$ cat src/design/sem_pkg.sv
`timescale 1ns / 1ps
`default_nettype none
// ----------------------------------------------------------------------------
// sem_pkg
// shared types and constants of the sobel edge magnitude block
// ----------------------------------------------------------------------------
package sem_pkg;

    localparam int CH_W             = 8;
    localparam int PIX_W            = 3 * CH_W;
    localparam int G_W              = 12;
    localparam int S_W              = 21;
    localparam int CFG_IDX_W        = 8;
    localparam int CFG_DATA_W       = 13;
    localparam int WIDTH_FIELD_W    = 11;
    localparam int HEIGHT_FIELD_W   = 13;
    localparam int IROW_W           = 13;
    localparam int DEF_MAX_WIDTH    = 1024;
    localparam int DEF_MAX_HEIGHT   = 4096;
    localparam int RESET_WIDTH      = 640;
    localparam int RESET_HEIGHT     = 480;

    localparam logic [CFG_IDX_W-1:0] REG_FRAME_WIDTH  = CFG_IDX_W'(0);
    localparam logic [CFG_IDX_W-1:0] REG_FRAME_HEIGHT = CFG_IDX_W'(1);

    // pixel: red in the lowest byte, then green, then blue
    typedef logic [PIX_W-1:0] t_pix;

    typedef struct packed {
        logic row_top;
        logic row_bot;
        logic col_left;
        logic col_right;
    } t_border;

    typedef logic [2:0][S_W-1:0]  t_sq;
    typedef logic [2:0][CH_W-1:0] t_mag;

endpackage
`default_nettype wire

$ cat src/design/sem_grad.sv
`timescale 1ns / 1ps
`default_nettype none
// ----------------------------------------------------------------------------
// sem_grad
// 3x3 window and per-channel sum of squared sobel gradients
// ----------------------------------------------------------------------------
module sem_grad (
    input  wire                i_clk,
    input  wire                i_rst_n,
    input  wire                i_shift,
    input  sem_pkg::t_pix      i_upper,
    input  sem_pkg::t_pix      i_middle,
    input  sem_pkg::t_pix      i_px,
    input  sem_pkg::t_border   i_border,
    output sem_pkg::t_sq       o_sq
);

    sem_pkg::t_pix r_win [3][3];

    function automatic logic signed [sem_pkg::G_W-1:0] tap(sem_pkg::t_pix p, int ch,
                                                           logic ok);
        logic [sem_pkg::CH_W-1:0] v;
        v = p[ch*sem_pkg::CH_W +: sem_pkg::CH_W];
        return ok ? $signed({{(sem_pkg::G_W-sem_pkg::CH_W){1'b0}}, v})
                  : '0;
    endfunction

    always_ff @(posedge i_clk) begin
        if (!i_rst_n) begin
            for (int r = 0; r < 3; r++) begin
                for (int c = 0; c < 3; c++) begin
                    r_win[r][c] <= '0;
                end
            end
        end else if (i_shift) begin
            for (int r = 0; r < 3; r++) begin
                r_win[r][0] <= r_win[r][1];
                r_win[r][1] <= r_win[r][2];
            end
            r_win[0][2] <= i_upper;
            r_win[1][2] <= i_middle;
            r_win[2][2] <= i_px;
        end
    end

    always_comb begin
        logic signed [sem_pkg::G_W-1:0]   t00, t01, t02, t10, t12, t20, t21, t22;
        logic signed [sem_pkg::G_W-1:0]   gx, gy;
        logic signed [2*sem_pkg::G_W-1:0] px2, py2;
        for (int ch = 0; ch < 3; ch++) begin
            t00 = tap(r_win[0][0], ch, i_border.row_top & i_border.col_left);
            t01 = tap(r_win[0][1], ch, i_border.row_top);
            t02 = tap(r_win[0][2], ch, i_border.row_top & i_border.col_right);
            t10 = tap(r_win[1][0], ch, i_border.col_left);
            t12 = tap(r_win[1][2], ch, i_border.col_right);
            t20 = tap(r_win[2][0], ch, i_border.row_bot & i_border.col_left);
            t21 = tap(r_win[2][1], ch, i_border.row_bot);
            t22 = tap(r_win[2][2], ch, i_border.row_bot & i_border.col_right);
            gx  = (t02 - t00) + ((t12 - t10) <<< 1) + (t22 - t20);
            gy  = (t20 + t22 - t00 - t02) + ((t21 - t01) <<< 1);
            px2 = gx * gx;
            py2 = gy * gy;
            o_sq[ch] = sem_pkg::S_W'(px2) + sem_pkg::S_W'(py2);
        end
    end

endmodule
`default_nettype wire

$ cat config.mk
export PLATFORM = sky130hd
export DESIGN_NAME = sem_grad
export DESIGN_NICKNAME = d
export VERILOG_FILES = /design/src/design/sem_pkg.sv /design/src/design/sem_grad.sv
export SDC_FILE = /design/constraint.sdc
export NUM_CORES = 2
export LEC_CHECK = 0
export BUFFER_PORTS_ARGS = -buffer_cell sky130_fd_sc_hd__buf_2
export CAP_MARGIN = 20
export CELL_PAD_IN_SITES_DETAIL_PLACEMENT = 1
export CELL_PAD_IN_SITES_GLOBAL_PLACEMENT = 2
export CORE_ASPECT_RATIO = 2
export CORE_UTILIZATION = 30
export CTS_BUF_LIST = sky130_fd_sc_hd__clkbuf_4 sky130_fd_sc_hd__clkbuf_8
export DETAILED_ROUTE_END_ITERATION = 10
export PLACE_DENSITY = 0.62
export SYNTH_ARGS = -nofsm -noshare
export SYNTH_HDL_FRONTEND = slang
export SYNTH_SLANG_ARGS = --single-unit
$ cat constraint.sdc
create_clock -name i_clk -period 17.6 [get_ports i_clk]
set_clock_uncertainty 0.1 [all_clocks]
set_input_delay 3.52 -clock i_clk [delete_from_list [all_inputs] [get_ports i_clk]]
set_output_delay 3.52 -clock i_clk [all_outputs]
set_load 0.005 [all_outputs]
# Yosys cells after proc, flatten, opt, wreduce, memory -nomap -nowiden
# Memories as Yosys holds them, arrays and structs flattened.
# Index checks and enable logic that the tools add are counted.
# W data, S select, Z words.
dict set report word_totals {
  ff_bits 0
  latch_bits 0
  ramBits 216
  romBits 0
  output_inout_bits 63
  memories 1
}
# memory depth word_bits rd rd_ports_with_merged_regs wr line
set memory_table {}
lappend memory_table {r_win 3 72 3 0 3 sem_grad.sv:18} ;# sem_pkg::t_pix r_win [3][3];
dict set report classes {
  addsub 33
  n_mul 6
  div 0
  magnitude_cmp 0
  n_eq_ne 0
  shift 0
  n_mux 37
  n_bitwise 13
  n_reduce_logical 0
}
# operator count
set op_table {}
lappend op_table {{$mux W24} 9}
lappend op_table {{$mux W8} 24}
lappend op_table {{$mul A12 B12 Y21} 6}
lappend op_table {{$sub A8 B8 Y9} 12}
lappend op_table {{$add A21 B21 Y21} 3}
lappend op_table {{$add A11 B10 Y12} 3}
lappend op_table {{$add A11 B9 Y12} 3}
lappend op_table {{$add A9 B10 Y11} 3}
lappend op_table {{$sub A10 B9 Y11} 3}
lappend op_table {{$sub A9 B8 Y10} 3}
lappend op_table {{$add A8 B8 Y9} 3}
lappend op_table {{$or A1 B1 Y1} 9}
lappend op_table {{$and A1 B1 Y1} 4}
lappend op_table {{$mux W1} 4}

# Logic depth before layout (Yosys ltp)
dict set report logic_depth {
  depth_word 8
  mapped_depth 48
  mapped_depth_nobuf 45
}

# Worst setup path before layout
# No wires, ideal clock.
dict set report synth_path {
  path_type {in2out}
  startpoint {input i_border[0] (netlist name)}
  endpoint {output o_sq[41] (netlist name)}
  arrival_time_ns 13.731
  required_ns 13.980
  path_slack_ns 0.249
  path_stages 41
  n_path_buf 4
  path_cell_list {and2_1 > clkbuf_1 > clkbuf_1 > buf_1 > nand2_1 > ha_1 > inv_1 > ha_1 > inv_1 > fa_1 > nor2b_1 > o21ai_0 > a21oi_1 > o21ai_0 > nand2b_1 > xnor2_1 > fa_1 > inv_1 > [5 not listed] > clkbuf_1 > nand2_1 > fa_1 > inv_1 > fa_1 > fa_1 > fa_1 > fa_1 > fa_1 > inv_1 > fa_1 > inv_1 > ha_1 > a21boi_0 > nor4_1 > o41a_1 > o21ai_0 > xnor3_1}
}
# element line
set synth_rtl {}
lappend synth_rtl {{start: declaration} sem_grad.sv:14} ;# input sem_pkg::t_border i_border,
lappend synth_rtl {{end: declaration} sem_grad.sv:15} ;# output sem_pkg::t_sq o_sq

==> flow_summary.ini <==
[status]
status = completed

[timing]
max_slew_margin_pct = 29.9
tightest_slew_ns = 1.05
hold_violations = 0
period_share_pct = 98.3
finalMaxSlewViolations = 0
rsz0062_at_grt = yes
post-route-min-period_ns = 17.30
fmax_mhz = 57.8
setup_viol = 0
holdWs_ns = 0.435

[finish]
reg_top3 = r_win (216)
regArea_um2 = 6490
mostFrequentLayoutCell = inv_1
largest-register = r_win
fillers = 16538
final_cell_mix = 1217 x inv_1, 776 x fa_1, 640 x buf_4
drive_gt1_share_pct = 20.6
largest_reg_flops = 216
area_growth_pct = 22.1
multi_input_area_um2 = 32700
finalNetCount = 6606

[synth]
avgSynthCellArea_um2 = 9.49
ys_async_sr_fraction_pct = 0
netlist.area_leader.share_pct = 36.9
synth_seq_cells = 216
synth_top_cells_by_area = fa_1 37%, edfxtp_1 15%, ha_1 13%, inv_1 11%, xnor2_1 4.1%
yosysTopAreaCell = fa_1
synth_edf_count = 216
synth_ff_type = edfxtp_1
postSynthCellCount = 4561
yosysUniqueCellTypes = 58
synth_nets = 5873
ys_seq_area_share_pct = 15.0
ys.warnings.count = 0
syn_area_um2 = 43300

[route]
dr.pass1.iters = 5
via_per_inst = 4.59
antenna_left = 0
drc = 0
dr_total_vias = 33046
routed_wl_um = 148000
drt-wirelength-per-cell_um = 20.6
drtIter0Drc = 966

[setup_path]
worstSetupPathType = input pin to output pin
arrival_ns = 13.68
cp_max_fo = 9
cp-end-kind = output pin
start_kind = input pin
crit_slowest_cell = fa_1
cpMostUsedCell = fa_1
required_ns = 13.98
slowest_delay_ns = 0.62

[cts]
cts_tree = built
htreeDepth = 1
clockBufferDepth = 3
clk_pin_slew_ns = 0.08
cts_buffers = 31
clock_latency_ns = 0.70
cts_root_buf = clkbuf_8
cts.sinks = 216
postCtsHoldBufs = 0

[placed_design]
gp_congestion = 0.888
hpwl_um = 132000
port_buffers = 141

[run]
maxCapViolations = 0

[die]
io_pins = 142
rows = 196
initial_core_util_pct = 30.3
die_x_um = 271
die_area_um2 = 146000
fp.dieH_um = 539
core_um2 = 143000

[global_routing]
grt_pass1_wl_um = 224000
grt_usage_pct = 20.6
antenna_found_initial = 14
grt-ovfl-total = 0
grt_start_max_net_pins = 164
grt_pass1_vias = 39259

[worst_hold_path]
hold_class = register to register
## worst paths after layout
kind	start	to	slack, ns	depth (start not counted)
max	i_border[0]	o_sq[41]	0.30	47
min	r_win[0][40]	r_win[0][64]	0.44	1
max reg2reg	r_win[0][74]	r_win[0][98]	16.41	1
min reg2reg	r_win[0][40]	r_win[0][64]	0.44	1
## synth_stat cells (4+ instances only)
| master | count |
|---|---|
| nor4_1 | 5 |
| maj3_1 | 9 |
| or3_1 | 9 |
| nand2b_1 | 24 |
| inv_2 | 5 |
| a21boi_0 | 6 |
| a211oi_1 | 18 |
| o21bai_1 | 33 |
| ha_1 | 435 |
| o21a_1 | 7 |
| xnor3_1 | 6 |
| o21ai_0 | 57 |
| or2_2 | 13 |
| and2_1 | 101 |
| a31o_2 | 7 |
| nor2b_1 | 31 |
| and3_1 | 258 |
| nand3_1 | 32 |
| edfxtp_1 | 216 |
| o2111ai_1 | 6 |
| xnor2_1 | 202 |
| a21o_1 | 51 |
| a21oi_1 | 137 |
| nor2_1 | 223 |
| clkinv_1 | 9 |
| clkbuf_1 | 104 |
| buf_1 | 4 |
| inv_1 | 1224 |
| nand2_1 | 378 |
| xor2_1 | 68 |
| a31oi_1 | 17 |
| nor3_1 | 27 |
| fa_1 | 798 |
## worst max-delay path: cells and delay by family
family	cells	cell delay [ns]
adder cells (fa/ha/maj)	11	5.02
buffers and inverters	14	1.74
AO/OA/AOI/OAI	7	0.98
AND/OR/NAND/NOR	8	0.99
XOR/XNOR	7	1.41
## timing repair
| item | 4_1_cts | 5_1_grt |
|---|---|---|
| setup buffers | 5 | 19 |
| gates resized for setup | 82 | 196 |
| pin swaps | 25 | 99 |
| cloned | 0 | 2 |
| endpoints found under the setup margin | 13 | 16 |
## layout make-up
type / instances / area share [%]
well taps: 1881 / 4.45
diodes: 6 / 0.0284
clock inverters: 18 / 0.376
repair buffers: 810 / 11.3
clock buffers: 38 / 0.907
inverters: 1238 / 8.81
flip-flops and latches: 216 / 12.3
multi-input cells: 2997 / 61.8
## cell families (layout without fill, tap and decap cells)
| logic type | after synthesis | after routing | share of synthesized area [%] |
|---|---|---|---|
| fa+ha+maj | 1242 | 1242 | 49.7 |
| mux | 3 | 3 | 0.0781 |
| xor+xnor | 276 | 276 | 5.78 |
| flops | 216 | 216 | 15.0 |
| simple gates | 1111 | 1111 | 12.5 |
| compound gates | 365 | 365 | 5.28 |
| other cells | 0 | 6 | 0 |
| buf+inv | 1348 | 2104 | 11.7 |
## metrics by stage
stage	cell area, µm²	cells	setup TNS [ns]	worst slack (ns)	util (%)
global route	52800	7203	-0.218	-0.0685	37.0
detailed placement	50900	7117	-3.19	-0.603	35.7
floorplan	43300	4561	0	0.249	-
global placement	50900	7117	-2.40	-0.526	35.7
CTS	52000	7178	-0.0170	-0.0170	36.4
finish	52900	7204	0	0.299	37.0
## metal layers
layer / routed length, µm / vias to the layer above / track usage (%)
met2: 93000 / 450 / 45.9
met3: 1790 / 279 / 0.685
met4: 9240 / 2 / 10.8
met1: 44100 / 16971 / 17.3
li1: - / 15344 / -
met5: 13 / - / 0
Power is left out: the tool's default activity adds up to more than one toggle a clock period on the data nets, which glitch-free logic cannot reach.
