**config.mk**
```make
export PLATFORM = sky130hd
export DESIGN_NAME = sem_root
export DESIGN_NICKNAME = d
export VERILOG_FILES = /design/src/design/sem_pkg.sv /design/src/design/sem_root.sv
export SDC_FILE = /design/constraint.sdc
export NUM_CORES = 1
export LEC_CHECK = 0
export ABC_CLOCK_PERIOD_IN_PS = 6200
export BUFFER_PORTS_ARGS = -buffer_cell sky130_fd_sc_hd__clkbuf_2
export CAP_MARGIN = 10
export CORE_ASPECT_RATIO = 0.9
export CORE_UTILIZATION = 56
export DETAILED_ROUTE_END_ITERATION = 16
export PLACE_DENSITY = 0.84
export RECOVER_POWER = 50
export SYNTH_ARGS = -nofsm -noshare
export SYNTH_HDL_FRONTEND = slang
export SYNTH_SLANG_ARGS = --single-unit
```
**constraint.sdc**
```tcl
create_clock -name i_clk -period 6.2 [get_ports i_clk]
set_input_delay 0.31 -clock i_clk [delete_from_list [all_inputs] [get_ports i_clk]]
set_output_delay 0.31 -clock i_clk [all_outputs]
set_load 0.1 [all_outputs]
```
**src/design/sem_pkg.sv**
```systemverilog
`timescale 1ns / 1ps
`default_nettype none
// ----------------------------------------------------------------------------
// sem_pkg
// shared types and constants of the sobel edge magnitude block
// ----------------------------------------------------------------------------
package sem_pkg;

    localparam int CH_W             = 8;
    localparam int PIX_W            = 3 * CH_W;
    localparam int G_W              = 12;
    localparam int S_W              = 21;
    localparam int CFG_IDX_W        = 8;
    localparam int CFG_DATA_W       = 13;
    localparam int WIDTH_FIELD_W    = 11;
    localparam int HEIGHT_FIELD_W   = 13;
    localparam int IROW_W           = 13;
    localparam int DEF_MAX_WIDTH    = 1024;
    localparam int DEF_MAX_HEIGHT   = 4096;
    localparam int RESET_WIDTH      = 640;
    localparam int RESET_HEIGHT     = 480;

    localparam logic [CFG_IDX_W-1:0] REG_FRAME_WIDTH  = CFG_IDX_W'(0);
    localparam logic [CFG_IDX_W-1:0] REG_FRAME_HEIGHT = CFG_IDX_W'(1);

    // pixel: red in the lowest byte, then green, then blue
    typedef logic [PIX_W-1:0] t_pix;

    typedef struct packed {
        logic row_top;
        logic row_bot;
        logic col_left;
        logic col_right;
    } t_border;

    typedef logic [2:0][S_W-1:0]  t_sq;
    typedef logic [2:0][CH_W-1:0] t_mag;

endpackage
`default_nettype wire

```
**src/design/sem_root.sv**
```systemverilog
`timescale 1ns / 1ps
`default_nettype none
// ----------------------------------------------------------------------------
// sem_root
// rounded square root saturated at 255, one result bit per cycle per channel
// ----------------------------------------------------------------------------
module sem_root (
    input  wire             i_clk,
    input  wire             i_rst_n,
    input  wire             i_start,
    input  sem_pkg::t_sq    i_sq,
    output logic            o_done,
    output sem_pkg::t_mag   o_mag
);

    sem_pkg::t_sq  r_sq;
    sem_pkg::t_mag r_n;
    sem_pkg::t_mag n_n;
    logic [2:0]    r_bit;
    logic          r_busy;

    // largest k with sq >= k*k - k + 1, searched from the top bit down
    always_comb begin
        logic [sem_pkg::CH_W-1:0]   cand;
        logic [2*sem_pkg::CH_W-1:0] k2;
        logic [2*sem_pkg::CH_W:0]   thr;
        for (int ch = 0; ch < 3; ch++) begin
            cand = r_n[ch] | (sem_pkg::CH_W'(1) << r_bit);
            k2   = cand * cand;
            thr  = {1'b0, k2} - (2*sem_pkg::CH_W+1)'(cand) + (2*sem_pkg::CH_W+1)'(1);
            n_n[ch] = (r_sq[ch] >= sem_pkg::S_W'(thr)) ? cand : r_n[ch];
        end
    end

    always_ff @(posedge i_clk) begin
        if (!i_rst_n) begin
            r_busy <= 1'b0;
            o_done <= 1'b0;
            r_bit  <= '0;
        end else if (i_start) begin
            r_busy <= 1'b1;
            o_done <= 1'b0;
            r_bit  <= 3'd7;
        end else if (r_busy) begin
            r_bit <= r_bit - 3'd1;
            if (r_bit == 3'd0) begin
                r_busy <= 1'b0;
                o_done <= 1'b1;
            end
        end
    end

    always_ff @(posedge i_clk) begin
        if (i_start) begin
            r_sq <= i_sq;
            r_n  <= '0;
        end else if (r_busy) begin
            r_n <= n_n;
        end
    end

    assign o_mag = r_n;

endmodule
`default_nettype wire

```
; ---- Yosys cells after proc, flatten, opt, wreduce, memory -nomap -nowiden
; Index checks and enable logic that the tools add are counted.
[classes]
n_mul = 3
n_mux = 5
n_shift = 1
n_reduce_logical = 7
n_addsub = 7
magnitude_cmp = 3
n_bitwise = 4
[ops]
columns = operator, count
row1 = $ge 21x17->1, 3
row2 = $add 17x1->17 const B, 3
row3 = $sub 16x8->17, 3
row4 = $mul 8x8->16, 3
row5 = $or 8x8->8, 3
row6 = $reduce_and 2->1, 4
row7 = $shl 1x3->8 const A, 1
row8 = $mux 3, 2
row9 = $logic_not 3->1, 1
row10 = $mux 1, 3
row11 = $sub 3x1->3 const B, 1
row12 = $reduce_bool 2->1, 1
row13 = $reduce_or 2->1, 1
row14 = $not 1->1, 1
[word_totals]
output_inout_bits = 25
regBits = 92
word_cells = 39

; ---- Longest topological paths before layout
; Gate-level depths: netlist (run 1).
[logic_depth]
word_depth = 7
mapped_depth = 27

; ---- Least setup slack after synthesis (run 1)
; Ideal clock, no wire load.
[synth_path]
kind = reg-to-reg
startpoint = register r_n (netlist bit o_mag[4])
endpoint = register r_n (netlist bit o_mag[1])
setup_ns = 0.134
slack_ns = -0.045
path_stages_with_launch = 25
synth_period_minus_slack_ns = 6.245
t_required_ns = 6.066
t_arrival_ns = 6.110
path_buffers = 0
cell_sequence = dfxtp_1 > inv_1 > nand2_1 > inv_1 > nor2_1 > inv_1 > fa_1 > inv_1 > ha_1 > fa_1 > inv_1 > fa_1 > inv_1 > ha_1 > nor2b_1 > o2111a_1 > o31ai_1 > nand2_1 > a311oi_1 > ha_1 > a21o_1 > a21o_1 > a211o_1 > a21oi_2 > o22ai_1
[synth_between]
elab_chain_cells = 6
[synth_lines]
columns = element, line
row1 = start: declaration, sem_root.sv:17  ; sem_pkg::t_mag r_n;
row2 = start signal: assignment, sem_root.sv:58  ; r_n <= n_n;
row3 = $or 8x8->8 *, sem_root.sv:28  ; cand = r_n[ch] | (sem_pkg::CH_W'(1) << r_bit);
row4 = $mul 8x8->16, sem_root.sv:29  ; k2 = cand * cand;
row5 = $sub 16x8->17 *, sem_root.sv:30  ; thr = {1'b0, k2} - (2*sem_pkg::CH_W+1)'(cand) + (2*sem_pkg::CH_W+1)'(1);
row6 = $add 17x1->17 *, sem_root.sv:30
row7 = $ge 21x17->1 *, sem_root.sv:31  ; n_n[ch] = (r_sq[ch] >= sem_pkg::S_W'(thr)) ? cand : r_n[ch];
row8 = $reduce_and 2->1 (no source line) *, -
; Mark *: on every way between the ends. The rest lies on a longest branch, timed or not.
; A chain may end at the register's enable or synchronous reset.

; ---- Worst setup path in the final report (run 1)
[layout_path]
startpoint = register r_bit[1]
endpoint = register r_n (netlist bit o_mag[5])
[layout_between]
elab_chain_cells = 7
[layout_lines]
columns = element, line
row1 = start: declaration, sem_root.sv:19  ; logic [2:0] r_bit;
row2 = start signal: assignment, sem_root.sv:45  ; r_bit <= r_bit - 3'd1;
row3 = $shl 1x3->8 *, sem_root.sv:28
row4 = $or 8x8->8 *, sem_root.sv:28
row5 = $mul 8x8->16, sem_root.sv:29
row6 = $sub 16x8->17, sem_root.sv:30
row7 = $add 17x1->17, sem_root.sv:30
row8 = $ge 21x17->1, sem_root.sv:31
row9 = $reduce_and 2->1 (no source line), -
; Marks and branches as above.

==> impl_metrics.py, run 1 <==
metrics = {
    "setup_path": {
        "critical_path.endpoint_type": "register",
        "crit_family": "adder cells",
        "crit_path_max_incr_delay_ns": 0.55,
        "crit_path_frequent_cell": "fa_1",
        "worst_setup_path_start_kind": "register",
        "critical_path.max_fanout": 8,
        "critical_path_buf_inv_count": 7,
        "timing.setup.critical_path_class": "reg -> reg",
        "worstPathArrival_ns": 6.38,
        "timing.critical_path.required_ns": 6.42,
        "critical-path-slowest-cell": "fa_1",
    },
    "timing": {
        "period_minus_slack_ns": 6.164,
        "fmax_mhz": 162.2,
        "setup_total_negative_slack_ns": 0,
        "finalMaxSlewViolations": 0,
        "setup-violations-final": 0,
        "timing.final.crit_share": 0.9942,
        "final_critical_path_setup_slack_ns": 0.03616,
        "slew_headroom": 0.3817,
        "unrepaired_setup_endpoints_after_global_routing": "yes",
        "worst-slew-pin-transition_ns": 0.9274,
        "timing_hold_violations_final": 0,
        "worst_clock_skew_ns": 0.009106,
    },
    "clock_network": {
        "cts_root_buffer": "clkbuf_16",
        "cts_max_path_buffers": 2,
        "hold_buffers": 0,
        "clock_latency_of_the_later_clocked_register_in_the_worst_skew_pair_ns": 0.37,
        "cts.reportedPaths.clkPinSlew_ns": 0.08,
        "tritoncts": "yes",
        "numCtsBuffers": 9,
        "clock_tree.htree_level_count": 3,
        "clkSinkCount": 92,
    },
    "power_and_ir_drop": {
        "peakVddDrop_v": 0.0002977,
        "pwr_density_cell_nw_per_um2": 325.1,
        "design_power_total_uw": 4068,
        "p_leak_uw": 0.006079,
    },
    "synthesis": {
        "synth_enable_flop_cells": 63,
        "synth.ff_latch_count": 92,
        "syn_inst": 1047,
        "yosysUniqueCellTypes": 54,
        "synth_area_per_cell_um2": 9.651,
        "synth_sequential_area_ratio": 0.2447,
        "yosys_warnings": 0,
        "postSynth.topFlopCell": "edfxtp_1",
        "synthArstFlopShare": 0,
        "netlist_area_um2": 10100,
    },
    "detailed_routing": {
        "firstDrtPassIters": 5,
        "route.detailed.drc": 0,
        "detail_route.iter0.violations": 458,
        "drt_wl_total_um": 25230,
        "ant_nets": 0,
        "detailroute.via_count": 8195,
        "vias_per_cell": 5.563,
        "detail_route.wl_per_cell_um": 17.13,
    },
    "job": {
        "max_cap_viol_count": 0,
    },
    "final_layout": {
        "final_nets": 1559,
        "fillCellCount": 1201,
        "area_growth_pct": 23.84,
        "post-route-util": 0.7105,
        "layout-drive-gt1-share": 0.2685,
        "antenna-diode-count": 0,
        "post-route-cell-area_um2": 12510,
    },
    "placed_design": {
        "detailed_place_hpwl_um": 18090,
        "place.port_buffers": 90,
        "dp_worst_setup_slack_ns": -0.4265,
        "routabilityCongestion": 0.9242,
        "dpl_cell_area_um2": 11350,
    },
    "global_routing": {
        "first_global_vias": 7836,
        "grt_start_max_net_pins": 78,
        "antenna_found_initial": 0,
        "grt.overflow.total": 0,
        "grt.total_usage": 0.2542,
        "first_pass_grt_wire_length_um": 36480,
    },
    "hold_path": {
        "timing.hold.worst.class": "in -> reg",
    },
    "floorplan": {
        "floorplan.rows": 46,
        "die-width_um": 143.6,
        "die_area_um2": 18590,
        "initial_core_util": 0.5737,
        "core_area_um2": 17610,
        "io-pin-count": 91,
        "die-height_um": 129.4,
    },
    "run_status": {
        "outcome": "completed",
    },
}
-- synth_stat cells (all sizes together) (11+ instances only) --
cell type | instances | area (µm²)
fa | 99 | 1982
ha | 166 | 2077
nor2 | 95 | 356.6
edfxtp | 63 | 1892
inv | 216 | 810.8
nor3 | 13 | 65.06
o21ai | 17 | 85.08
a21oi | 39 | 198.9
a21o | 25 | 187.7
o21a | 14 | 105.1
o22ai | 23 | 143.9
nor2b | 11 | 68.82
xor2 | 24 | 210.2
nand2 | 67 | 251.5
xnor2 | 20 | 175.2
dfxtp | 29 | 580.6
clkbuf | 12 | 45.04
-- registers in the layout, summed over array words and instances (netlist names) --
register	flops
r_sq	63
o_mag	24
r_bit	3
o_done	1
r_busy	1
-- cells by family (layout without fill, tap and decap cells) --
kind of cell,Yosys count,in the layout,synth area share
DFF,92,92,0.2447
other,1,6,0.0003711
xor gates and xnor gates,44,44,0.03814
adders and majority gates,265,265,0.4017
AOI/OAI and AO/OA,168,168,0.1132
buffers and inverters,229,410,0.08519
and+or+nand+nor,240,240,0.1088
muxes,8,8,0.007925
-- power by group --
group / total (µW) / switching [µW] / internal [µW]
Combinational: 2760 / 1510 / 1250
Sequential: 728 / 26.6 / 702
Clock: 575 / 292 / 283
Total: 4070 / 1830 / 2240
-- per-layer routing --
layer	up-vias	wire, µm	GRT usage
met4	0	969	0.09262
met3	91	1541	0.03880
met2	363	12730	0.4400
li1	3864	-	-
met5	-	0	0
met1	3877	9987	0.3232
-- worst paths after layout --
| kind | start | endpoint | slack, ns | cells after the start |
|---|---|---|---|---|
| setup / recovery | r_bit[1] | o_mag[5] | 0.04 | 26 |
| hold / removal | i_sq[2] | r_sq[2] | 0.11 | 1 |
| setup reg to reg | r_bit[1] | o_mag[5] | 0.04 | 26 |
| hold reg to reg | o_done | o_done | 0.51 | 2 |
-- stage by stage --
| stage | cells | hold slack (ns) |
|---|---|---|
| floorplan | 1052 | 0.4089 |
| global placement | 1437 | 0.4680 |
| detailed placement | 1437 | 0.4841 |
| CTS | 1458 | 0.1042 |
| global route | 1473 | 0.09865 |
| finish | 1473 | 0.1094 |
-- placed cells by master, fill, tap and decap left out, types with 13 or more instances in the layout --
master	n
inv_1	201
nor2_1	59
xor2_1	24
dfxtp_1	18
nor2_4	22
clkbuf_2	89
nand2_1	57
a21oi_1	32
ha_1	155
a21o_1	25
o22ai_1	21
o21a_1	13
xnor2_1	19
edfxtp_1	63
buf_4	81
nor2_2	14
fa_1	96
-- repair_timing --
item	CTS	global route
setup endpoints to repair	24	24
pin swaps	11	61
resized for setup	63	127
buffers inserted	5	15
-- worst reg2reg max path, delay by kind of cell, from the launching register on --
kind	cells	cell delay, ns
fa+ha+maj	7	2.84
simple gates	4	0.60
buf+inv	7	0.77
flops	1	0.40
compound gates	8	1.42
-- final cells by class --
type	count	area [µm²]	area share
sequential	92	2494	0.1993
timing repair buffer	178	1161	0.09279
clock inverter	7	62.56	0.004999
clock buffer	9	225.2	0.01800
inverter	216	825.8	0.06599
multi-input combinational	731	7445	0.5949
tap	240	300.3	0.02400
Power figures use the tool's default switching activity.
==> run 2, diff against run 1 <==
--- a/config.mk
+++ b/config.mk
@@ -8,7 +8,6 @@
 export ABC_CLOCK_PERIOD_IN_PS = 6200
 export BUFFER_PORTS_ARGS = -buffer_cell sky130_fd_sc_hd__clkbuf_2
 export CAP_MARGIN = 10
-export CORE_ASPECT_RATIO = 0.9
 export CORE_UTILIZATION = 56
 export DETAILED_ROUTE_END_ITERATION = 16
 export PLACE_DENSITY = 0.84
==> run 2 against run 1 <==
Net effect: wire length fell by 2.2%; first-iteration DRC count is 37% higher; sequential share of layout area decreased by 0.23 points; maximum frequency is 0.32% lower; setup slack got worse by 0.020 ns; register-to-register slack lost 0.02 ns; combinational power down 2%; via count fell by 0.49%; critical path depth is 1 higher; largest power group unchanged.
==> impl_metrics.py, run 2 (synthesis results as in run 1) <==
metrics = {
    "floorplan": {
        "die-width_um": 136.3,
        "io-pin-count": 91,
        "die_area_um2": 18590,
        "floorplan.rows": 48,
        "initial_core_util": 0.5782,
        "die-height_um": 136.3,
        "core_area_um2": 17480,
    },
    "power_and_ir_drop": {
        "power.share.clock": 0.152,
        "p_leak_uw": 0.006126,
        "sequentialPowerShare": 0.180,
        "pwr_density_cell_nw_per_um2": 320.1,
        "peakVddDrop_v": 0.0002679,
        "internal_power_uw": 2294,
        "power.combinational.fraction": 0.668,
        "p_sw_frac": 0.4341,
        "power.switching_uw": 1759,
    },
    "setup_path": {
        "timing.setup.critical_path_class": "reg -> reg",
        "timing.critical_path.required_ns": 6.39,
        "worst_setup_path_start_kind": "register",
        "timing.reg2reg.setup_slack_ns": 0.02,
        "worstPathArrival_ns": 6.38,
        "r2r-end": "o_mag[17]",
        "cp-endpoint": "o_mag[17]",
        "ff2ff_path_depth": 27,
        "crit_reg_reg_startpoint": "r_bit[1]",
        "critical_path.max_fanout": 8,
        "critical_path.endpoint_type": "register",
        "startpoint": "r_bit[1]",
    },
    "detailed_routing": {
        "firstDrtPassIters": 5,
        "vias_per_cell": 5.567,
        "dr_wl_met2_um": 12290,
        "met3_wirelength_um": 1285,
        "highest-signal-layer": "met4",
        "route.detailed.drc": 0,
        "ant_nets": 0,
        "detailroute.via_count": 8155,
        "drt_wl_total_um": 24680,
        "wirelength_met1_um": 10290,
        "detail_route.wl_per_cell_um": 16.85,
        "detail_route.iter0.violations": 627,
    },
    "clock_network": {
        "numCtsBuffers": 9,
        "cts_root_buffer": "clkbuf_16",
        "clock_latency_of_the_later_clocked_register_in_the_worst_skew_pair_ns": 0.36,
        "cts.reportedPaths.clkPinSlew_ns": 0.07,
        "clock_tree.htree_level_count": 3,
        "hold_buffers": 0,
        "tritoncts": "yes",
        "cts_max_path_buffers": 2,
        "clkSinkCount": 92,
    },
    "final_layout": {
        "final_nets": 1566,
        "final_cells": 1465,
        "fillCellCount": 1106,
        "mostFrequentLayoutCells": "inv_1 (198), ha_1 (150), fa_1 (95)",
        "largest_register_ff_count": 63,
        "largest_register": "r_sq",
        "layout-drive-gt1-share": 0.2774,
        "area_growth_pct": 25.31,
        "layout_commonest_cell": "inv_1",
        "antenna-diode-count": 0,
    },
    "timing": {
        "worst_clock_skew_ns": 0.009692,
        "fmax_mhz": 161.7,
        "unrepaired_setup_endpoints_after_global_routing": "yes",
        "timing_hold_violations_final": 0,
        "setup-violations-final": 0,
        "period_minus_slack_ns": 6.184,
        "worst-slew-pin-transition_ns": 1.151,
        "fin_hold_ws_ns": 0.1253,
        "finalMaxSlewViolations": 0,
        "slew_headroom": 0.2329,
        "timing.final.crit_share": 0.9974,
    },
    "global_routing": {
        "antenna_found_initial": 0,
        "first_pass_grt_wire_length_um": 37010,
        "grt_start_max_net_pins": 95,
        "grt.overflow.total": 0,
        "first_global_vias": 7965,
        "grt.total_usage": 0.2538,
    },
    "placed_design": {
        "routabilityCongestion": 0.8609,
        "placedCellCount": 1424,
        "place.port_buffers": 90,
        "detailed_place_hpwl_um": 17650,
    },
    "run_status": {
        "outcome": "completed",
    },
    "hold_path": {
        "timing.hold.worst.class": "in -> reg",
    },
    "job": {
        "max_cap_viol_count": 0,
    },
}
run 2: through the flow:
step / util / TNS (ns) / total power (µW) / worst slack (ns) / area [µm²]
finish: 0.7245 / 0 / 4053 / 0.01631 / 12660
global placement: 0.6505 / -0.9281 / 2934 / -0.1363 / 11370
floorplan: - / 0 / 2411 / 0.0007336 / 10130
CTS: 0.6804 / -0.08743 / 3726 / -0.01572 / 11890
global route: 0.7245 / -3.498 / 4413 / -0.1850 / 12660
detailed placement: 0.6505 / -3.156 / 3034 / -0.2657 / 11370
run 2: power by group through the flow:
stage,registers (µW),logic [µW],clock network [µW]
finish,731,2710,614
CTS,726,2380,615
detailed placement,738,2300,0
floorplan,774,1640,0
global placement,737,2200,0
global route,734,3040,640
run 2: layout make-up:
type                            count  area, µm²  share of cell area
Clock inverter                      6      97.59            0.007708
Sequential cell                    92       2494              0.1969
Tap cell                          225      281.5             0.02223
Timing Repair Buffer              185       1241             0.09802
Clock buffer                       10      229.0             0.01808
Inverter                          216      827.0             0.06532
Multi-Input combinational cell    731       7492              0.5917
run 2: worst min-delay path by stage:
stage / from / cells past startpoint / slack, ns / endpoint
final: i_sq[23] / 1 / 0.13 / r_sq[23]
after global routing: i_sq[6] / 1 / 0.12 / r_sq[6]
after CTS: i_sq[20] / 1 / 0.12 / r_sq[20]
after detailed placement: o_mag[15] / 2 / 0.49 / o_mag[15]
after global placement: o_mag[15] / 2 / 0.47 / o_mag[15]
after floorplan: i_sq[0] / 0 / 0.41 / r_sq[0]
run 2: layer usage:
metal / vias up / GRT usage
li1: 3867 / -
met1: 3912 / 0.3297
met2: 305 / 0.4343
met3: 71 / 0.03356
met4: 0 / 0.08519
met5: - / 0
run 2: what timing repair did:
action	CTS	global route
pin swaps	12	66
gates resized for setup	46	151
setup buffers	8	17
endpoints found under the setup margin	24	24
run 2: worst max-delay path, stage by stage, from the launching register on:
cell and delay (ns):
dfxtp_4 0.37, inv_4 0.09, ha_4 0.15, nor2b_4 0.27, nor2_4 0.07, buf_4 0.15, buf_4 0.15, nor2_2 0.15
ha_1 0.30, fa_1 0.48, fa_1 0.54, inv_1 0.06, fa_1 0.50, inv_2 0.05, ha_4 0.27, buf_6 0.11
o21a_1 0.16, o31ai_4 0.09, buf_4 0.15, a21o_1 0.18, a311oi_2 0.29, ha_1 0.29, a21o_1 0.18, a21o_1 0.14
a211o_1 0.34, a211oi_4 0.22, buf_12 0.17, o22ai_1 0.07
